===== src/rtl/assert_macros.svh =====
// Assertion helpers used by the RTL datapath.
`ifndef ASSERT_MACROS_SVH
`define ASSERT_MACROS_SVH

// Same-cycle implication, checked out of reset.
`define ASSERT_IMP(lbl, clk, rst_n, ante, cons) \
    lbl: assert property (@(posedge clk) disable iff (!rst_n) (ante) |-> (cons)) \
        else $error("assertion failed");

// Next-cycle implication, checked out of reset.
`define ASSERT_NXT(lbl, clk, rst_n, ante, cons) \
    lbl: assert property (@(posedge clk) disable iff (!rst_n) (ante) |=> (cons)) \
        else $error("assertion failed");

`endif


===== src/rtl/igdm_pkg.sv =====
package igdm_pkg;

    // Operation codes of a request
    localparam logic [1:0] OP_PLACE  = 2'd0;
    localparam logic [1:0] OP_REMOVE = 2'd1;
    localparam logic [1:0] OP_READ   = 2'd2;

    localparam logic [9:0] UNREACHED_RESET = 10'd99;
    localparam int         POP_LIMIT       = 1048576;
    localparam int         POPS_W          = 21;

    typedef enum logic [4:0] {
        S_CLEAR,
        S_IDLE,
        S_DECODE,
        S_CHECK,
        S_POP,
        S_SRD,
        S_SREAD,
        S_SEVAL,
        S_SLIVE,
        S_SLCHK,
        S_NADDR,
        S_NEVAL,
        S_NLIVE,
        S_NLCHK,
        S_NNEXT,
        S_SDONE,
        S_FINRD,
        S_FIN
    } state_t;

    typedef enum logic [2:0] {
        ADDR_CELL,
        ADDR_CLR,
        ADDR_S,
        ADDR_N,
        ADDR_LIVE
    } addr_sel_t;

    typedef enum logic [2:0] {
        WR_NONE,
        WR_RESET,
        WR_PLACE,
        WR_REMOVE,
        WR_LOWER,
        WR_UNMARK
    } wr_kind_t;

    typedef struct packed {
        logic      load_req;
        logic      cap_coord;
        logic      clr_step;
        addr_sel_t addr_sel;
        wr_kind_t  wr_kind;
        logic      live_n;
        logic      q_push;
        logic      push_n;
        logic      q_pop;
        logic      q_flush;
        logic      cap_s;
        logic      cap_sdata;
        logic      cap_n;
        logic      k_clear;
        logic      k_inc;
        logic      res_emit;
    } cmd_t;

    typedef struct packed {
        logic       clr_last;
        logic       oor;
        logic [1:0] op;
        logic       q_empty;
        logic       pop_limit;
        logic       rd_mark;
        logic       rd_src_valid;
        logic       live_ok;
        logic       n_off;
        logic       k_last;
        logic       lower_better;
    } stat_t;

endpackage


===== src/rtl/igdm_ctrl.sv =====
module igdm_ctrl
    import igdm_pkg::*;
(
    input  logic  clk,
    input  logic  rst_n,
    input  logic  start,
    output logic  busy,
    input  stat_t stat,
    output cmd_t  cmd
);

    state_t state_reg, state_next;
    logic   raise_reg, raise_next;

    // Hold state and wave mode
    always_ff @(posedge clk or negedge rst_n)
    begin
        if (!rst_n)
        begin
            state_reg <= S_CLEAR;
            raise_reg <= 1'b0;
        end
        else
        begin
            state_reg <= state_next;
            raise_reg <= raise_next;
        end
    end

    assign busy = (state_reg != S_IDLE);

    // Clear the stores after reset, then sequence each request; places and removes run through the work queue
    always_comb
    begin
        state_next = state_reg;
        raise_next = raise_reg;
        cmd        = '0;
        cmd.addr_sel = ADDR_CELL;
        cmd.wr_kind  = WR_NONE;
        unique case (state_reg)
            S_CLEAR:
            begin
                cmd.addr_sel = ADDR_CLR;
                cmd.wr_kind  = WR_RESET;
                cmd.clr_step = 1'b1;
                if (stat.clr_last)
                    state_next = S_IDLE;
            end
            S_IDLE:
            begin
                if (start)
                begin
                    cmd.load_req = 1'b1;
                    state_next   = S_DECODE;
                end
            end
            S_DECODE:
            begin
                cmd.cap_coord = 1'b1;
                state_next    = S_CHECK;
            end
            S_CHECK:
            begin
                if (stat.oor)
                begin
                    cmd.res_emit = 1'b1;
                    state_next   = S_IDLE;
                end
                else if (stat.op == OP_PLACE)
                begin
                    cmd.wr_kind = WR_PLACE;
                    cmd.q_push  = 1'b1;
                    state_next  = S_POP;
                end
                else if (stat.op == OP_REMOVE)
                begin
                    cmd.wr_kind = WR_REMOVE;
                    cmd.q_push  = 1'b1;
                    state_next  = S_POP;
                end
                else
                    state_next = S_FIN;
            end
            S_POP:
            begin
                if (stat.q_empty || stat.pop_limit)
                begin
                    cmd.q_flush = 1'b1;
                    state_next  = S_FINRD;
                end
                else
                begin
                    cmd.q_pop  = 1'b1;
                    state_next = S_SRD;
                end
            end
            S_SRD:
            begin
                cmd.cap_s  = 1'b1;
                state_next = S_SREAD;
            end
            S_SREAD:
            begin
                cmd.addr_sel = ADDR_S;
                state_next   = S_SEVAL;
            end
            S_SEVAL:
            begin
                cmd.cap_sdata = 1'b1;
                cmd.k_clear   = 1'b1;
                if (stat.rd_mark)
                begin
                    raise_next = 1'b1;
                    state_next = S_NADDR;
                end
                else if (stat.rd_src_valid)
                    state_next = S_SLIVE;
                else
                    state_next = S_POP;
            end
            S_SLIVE:
            begin
                cmd.addr_sel = ADDR_LIVE;
                state_next   = S_SLCHK;
            end
            S_SLCHK:
            begin
                if (stat.live_ok)
                begin
                    raise_next = 1'b0;
                    state_next = S_NADDR;
                end
                else
                    state_next = S_POP;
            end
            S_NADDR:
            begin
                if (stat.n_off)
                begin
                    if (stat.k_last)
                        state_next = S_SDONE;
                    else
                        cmd.k_inc = 1'b1;
                end
                else
                begin
                    cmd.addr_sel = ADDR_N;
                    state_next   = S_NEVAL;
                end
            end
            S_NEVAL:
            begin
                cmd.cap_n  = 1'b1;
                state_next = S_NNEXT;
                if (raise_reg)
                begin
                    if (stat.rd_src_valid && !stat.rd_mark)
                        state_next = S_NLIVE;
                end
                else if (!stat.rd_mark && stat.lower_better)
                begin
                    cmd.addr_sel = ADDR_N;
                    cmd.wr_kind  = WR_LOWER;
                    cmd.q_push   = 1'b1;
                    cmd.push_n   = 1'b1;
                end
            end
            S_NLIVE:
            begin
                cmd.addr_sel = ADDR_LIVE;
                cmd.live_n   = 1'b1;
                state_next   = S_NLCHK;
            end
            S_NLCHK:
            begin
                cmd.live_n   = 1'b1;
                cmd.addr_sel = ADDR_N;
                cmd.q_push   = 1'b1;
                cmd.push_n   = 1'b1;
                if (!stat.live_ok)
                    cmd.wr_kind = WR_REMOVE;
                state_next = S_NNEXT;
            end
            S_NNEXT:
            begin
                if (stat.k_last)
                    state_next = S_SDONE;
                else
                begin
                    cmd.k_inc  = 1'b1;
                    state_next = S_NADDR;
                end
            end
            S_SDONE:
            begin
                cmd.addr_sel = ADDR_S;
                if (raise_reg)
                    cmd.wr_kind = WR_UNMARK;
                state_next = S_POP;
            end
            S_FINRD:
            begin
                state_next = S_FIN;
            end
            S_FIN:
            begin
                cmd.res_emit = 1'b1;
                state_next   = S_IDLE;
            end
            default:
            begin
                state_next = S_IDLE;
            end
        endcase
    end

endmodule


===== config.mk =====
export PLATFORM = sky130hd
export DESIGN_NAME = igdm_ctrl
export DESIGN_NICKNAME = d
export VERILOG_FILES = /design/src/rtl/assert_macros.svh /design/src/rtl/igdm_pkg.sv /design/src/rtl/igdm_ctrl.sv
export SDC_FILE = /design/constraint.sdc
export NUM_CORES = 1
export LEC_CHECK = 0
export BUFFER_PORTS_ARGS = -buffer_cell sky130_fd_sc_hd__buf_2
export CAP_MARGIN = 20
export CORE_ASPECT_RATIO = 0.7
export CORE_MARGIN = 5
export CORE_UTILIZATION = 27
export CTS_CLUSTER_SIZE = 16
export DETAILED_ROUTE_END_ITERATION = 8
export SYNTH_ARGS = -nofsm -noshare
export SYNTH_HDL_FRONTEND = slang
export SYNTH_SLANG_ARGS = --single-unit

===== constraint.sdc =====
create_clock -name clk -period 2.75 [get_ports clk]
set_clock_uncertainty 0.2 [all_clocks]
set_input_delay 0.275 -clock clk [delete_from_list [all_inputs] [get_ports clk]]
set_output_delay 0.275 -clock clk [all_outputs]
set_load 0.005 [all_outputs]

Word-level counts from Yosys, hierarchy flattened
Cells that the tools add are included.
{"block": "word_totals", "register_bits": 6, "inputBits": 15, "output_inout_bits": 21, "elab_cells": 89}
{"block": "op_classes", "eq_ne": 24, "muxes": 51, "reduce_logical": 12}
{"op": "case mux 5 bit (17 select lines)", "n": 1}
{"op": "2-to-1 mux 5 bit", "n": 10}
{"op": "== test 5 x 4 -> 1 bit, second input constant", "n": 8}
{"op": "== test 5 x 3 -> 1 bit, second input constant", "n": 4}
{"op": "2-to-1 mux 2 bit", "n": 10}
{"op": "2-to-1 mux 1 bit", "n": 18}
{"op": "case mux 3 bit (6 select lines)", "n": 1}
{"op": "case mux 3 bit (5 select lines)", "n": 1}
{"op": "== test 5 x 2 -> 1 bit, second input constant", "n": 2}
{"op": "== test 5 bit, second input constant", "n": 2}
{"op": "2-to-1 mux 4 bit", "n": 2}
{"op": "inequality test 2 bit, second input constant", "n": 4}
{"op": "case mux 1 bit (2 select lines)", "n": 4}
{"op": "2-to-1 mux 3 bit", "n": 2}
{"op": "2-to-1 mux 6 bit", "n": 1}
{"op": "AND reduction 3 bit", "n": 2}
{"op": "OR reduction 2 bit", "n": 3}
{"op": "== test 5 x 1 -> 1 bit, second input constant", "n": 1}
{"op": "zero test 5 bit", "n": 1}
{"op": "inequality test 5 x 1 -> 1 bit, second input constant", "n": 1}
{"op": "inequality test 3 bit, second input constant", "n": 1}
{"op": "case mux 1 bit (3 select lines)", "n": 1}
{"op": "== test 2 x 1 -> 1 bit, second input constant", "n": 1}
{"op": "logical AND 1 bit", "n": 2}
{"op": "other kinds (4)", "n": 4}

Depth between registers and ports, before layout
{"block": "depth", "depth_word": 5, "mapped_depth": 6}

Worst setup path before layout
OpenSTA, ideal clock, no wires.
{"block": "synth_timing", "path_kind": "register to output", "startpoint": "register state_reg[2]", "endpoint": "output port cmd[9] (netlist name)", "arrival_ns": 1.213, "required_time_ns": 2.275, "slack_ns": 1.062, "stages_incl_launch_ff": 6, "path_cell_list": "dfrtp_1 buf_6 nor4b_1 mux2_2 nand3_1 nand2_1"}
{"item": "start: declaration", "line_no": "igdm_ctrl.sv:12", "text": "state_t state_reg, state_next;"}
{"item": "start signal: assignment", "line_no": "igdm_ctrl.sv:25", "text": "state_reg <= state_next;"}
{"item": "end: declaration", "line_no": "igdm_ctrl.sv:9", "text": "output cmd_t cmd"}

==> impl_metrics.ini <==
[routing]
routed_wirelength_um = 2972
avgViaCountPerCell = 5.362
antenna_left = 0
route.detailed.drc = 0
dr_total_vias = 1051
detailedRoute.firstIterationViolations = 244
drtPass1Iterations = 4
wl_per_instance_um = 15.16

[power]
clock_power_share = 0.124
power_dissipated_by_switching_net_loads_w = 0.0005349
power.sequential.fraction = 0.221
ir_worst_vdd_mv = 0.3482
pwr-share-comb = 0.656
total_power_w = 0.001064
switching_share = 0.5027
power-per-cell-area_nw_per_um2 = 969.6
cellLeakagePower_nw = 0.5369
intPower_w = 0.0005291

[clocking]
clk-insertion-delay-late_ns = 0.22
cts_tree = built
postCtsResizedCells = 0
clock_sinks = 6
clkSlewWorstSetupHoldPaths_ns = 0.04
clockRootBuffer = clkbuf_8
tritoncts.num_buffers = 3
clockBufferDepth = 2
ctsHtreeMaxLevel = 1

[critical_path]
worstSetupPathType = reg2out
list_of_cells_traversed_by_the_critical_path = or3b_1 > nor4_1 > or2_2 > buf_2
rrSetupSlack_ns = 0.78
crit_path_max_incr_delay_ns = 0.57
critical_path_startpoint_category = register
endpoint_kind = output pin
path_max_fanout = 20
timing.critical_path.slowest_stage_cell = dfrtp_1
crit_arrival_ns = 1.92
cp.required_ns = 2.28

[final_layout]
largest_register_ff_count = 5
seqCellArea_um2 = 150.1
layout.filler_cells = 346
finish.net_count = 175
insertedDiodeCount = 0
area_used_by_multi_input_combinational_logic_um2 = 628.1
layout-drive-gt1-share = 0.3165
areaGrowthSynthToFinish_pct = 20.14

[logic_synthesis]
synth_seq_cells = 6
synthDistinctLibCells = 43
syn-num-nets = 141
synth_seq_area_share = 0.1644
count_of_yosys_warnings_during_synthesis = 0
syn-instance-count = 126
syn_area_um2 = 913.4
synth.avg_cell_area_um2 = 7.249

[placement]
gp_routability_congestion = 0.9373
post-place-ws_ns = 0.6072
detailedPlacementHpwl_um = 2332
buffer_ports.inserted = 35

[timing]
timing.final.ws_setup_ns = 0.3507
slew_violations = 0
report.final.hold_viol_count = 0
period_needed_ns = 2.399
final.period_utilization = 0.8725
tns_ns = 0
relative_max_transition_margin = 0.5905
fmax_mhz = 416.8
worstMarginPinSlew_ns = 0.6143
whs_ns = 0.1474
unrepaired_setup_endpoints_after_global_routing = false
setup-violations-final = 0

[floorplan]
core.rowCount = 17
dieHeight_um = 58.66
start_util = 0.2863
io_pins = 36
fp.dieArea_um2 = 4664
design.core.area_um2 = 3191
fp.dieW_um = 79.52

[grt]
grt.total_usage = 0.1267
grt_overflow = 0
antenna_found_initial = 0
grt_max_degree = 21
via_count_of_the_first_global_routing_pass = 940
grt_pass1_wl_um = 4705

[outcome]
outcome = finished clean

[min_path]
worstHoldPathType = in2reg

[flow_run]
max_cap_check_violation_count = 0
worst paths after layout:
| path | endpoint | cells after the start | from |
|---|---|---|---|
| worst max-delay path | cmd[12] | 4 | state_reg[3]$_DFFE_PN0P_ |
| worst max register to register | state_reg[2]$_DFFE_PN0P_ | 4 | state_reg[2]$_DFFE_PN0P_ |
| max in group asynchronous | state_reg[4]$_DFFE_PN0P_ | 2 | rst_n |
| min in group asynchronous | raise_reg$_DFFE_PN0P_ | 2 | rst_n |
| worst min register to register | raise_reg$_DFFE_PN0P_ | 2 | raise_reg$_DFFE_PN0P_ |
| worst min-delay path | raise_reg$_DFFE_PN0P_ | 3 | stat[5] |
power groups by stage:
stage	Combinational, W	Sequential (W)	Clock [W]
after floorplan	0.000627	0.000145	0
after global placement	0.000703	0.000231	0
after detailed placement	0.000686	0.000230	0
after CTS	0.000693	0.000229	0.000136
after global routing	0.000763	0.000245	0.000141
final	0.000698	0.000235	0.000131
layout by cell type (no fill, tap or decap), types with 2 or more instances in the layout:
| cell type | n |
|---|---|
| nand2b_1 | 2 |
| nor4_1 | 3 |
| clkbuf_8 | 3 |
| nor2b_1 | 7 |
| and2b_2 | 2 |
| o211ai_1 | 2 |
| buf_4 | 3 |
| dfrtp_1 | 6 |
| nand4_1 | 2 |
| o21ai_0 | 7 |
| nor2_1 | 16 |
| nor3_1 | 6 |
| a21oi_1 | 9 |
| buf_2 | 35 |
| nand3_1 | 5 |
| inv_1 | 6 |
| nand3b_1 | 2 |
| nand2_1 | 15 |
| and3_1 | 2 |
| o41ai_1 | 2 |
Yosys cell counts:
cell,instances,area [um^2]
clkbuf_8,4,55.05
o22ai_1,1,6.260
nor4b_1,1,8.760
a32oi_1,1,8.760
nand3_1,5,25.02
nand4b_1,1,8.760
and3_1,2,12.51
or3b_1,1,8.760
dfrtp_1,6,150.1
mux2_2,1,11.26
buf_4,1,7.510
o41ai_1,2,17.52
a21o_1,1,7.510
nor2_1,16,60.06
and3b_1,1,8.760
inv_1,6,22.52
nor3_1,6,30.03
a22oi_4,1,21.27
a22oi_1,1,7.510
or2_2,1,6.260
nand2b_1,2,12.51
and3b_2,1,10.01
o21ai_0,7,35.03
nand2_1,15,56.30
o211ai_2,1,12.51
nand3b_1,2,15.01
a21oi_1,9,45.04
a211o_1,1,8.760
o211ai_1,2,15.01
nand4_1,2,12.51
a31oi_1,1,6.260
nor4_1,3,18.77
o21a_1,1,7.510
nor2b_1,7,43.79
o31ai_1,1,7.510
or4_4,1,11.26
and4b_1,1,10.01
and2b_2,2,17.52
buf_2,1,5.000
o32ai_1,1,8.760
a41oi_2,1,16.27
buf_6,4,45.04
o2111ai_1,1,8.760
routing by layer:
layer	GRT usage	up-vias	routed length (um)
li1	-	522	-
met1	0.2007	457	1506
met2	0.1641	72	1164
met3	0.03211	0	301
met4	0.03186	0	0
met5	0	-	0
kinds of logic after synthesis:
family,after synthesis,share of synthesized area
buffers and inverters,16,0.1479
muxes,1,0.01233
and+or+nand+nor,70,0.4123
DFF,6,0.1644
AOI/OAI and AO/OA,33,0.2630
per-stage QoR:
stage          instance area (um^2)  cells  utilization
6_report                       1097    196       0.3439
5_1_grt                        1097    196       0.3439
3_3_place_gp                   1046    192       0.3278
3_5_place_dp                   1046    192       0.3278
4_1_cts                        1097    196       0.3439
2_1_floorplan                 913.4    126            -
final cells by class:
cell class,instances,share of cell area
repair buffers,39,0.1893
multi-input cells,104,0.5724
flip-flops and latches,6,0.1368
inverters,6,0.02052
clock buffers,3,0.03763
well taps,38,0.04333
critical path, delay by kind of cell (launching register included):
| family | cells | cell delay (ns) |
|---|---|---|
| buf+inv | 1 | 0.10 |
| simple gates | 3 | 1.04 |
| flops | 1 | 0.57 |
what timing repair did:
action	in CTS	in global routing
setup buffers	0	0
hold buffers	1	0
endpoints found under the hold margin	6	0
Power figures use the tool's default switching activity.
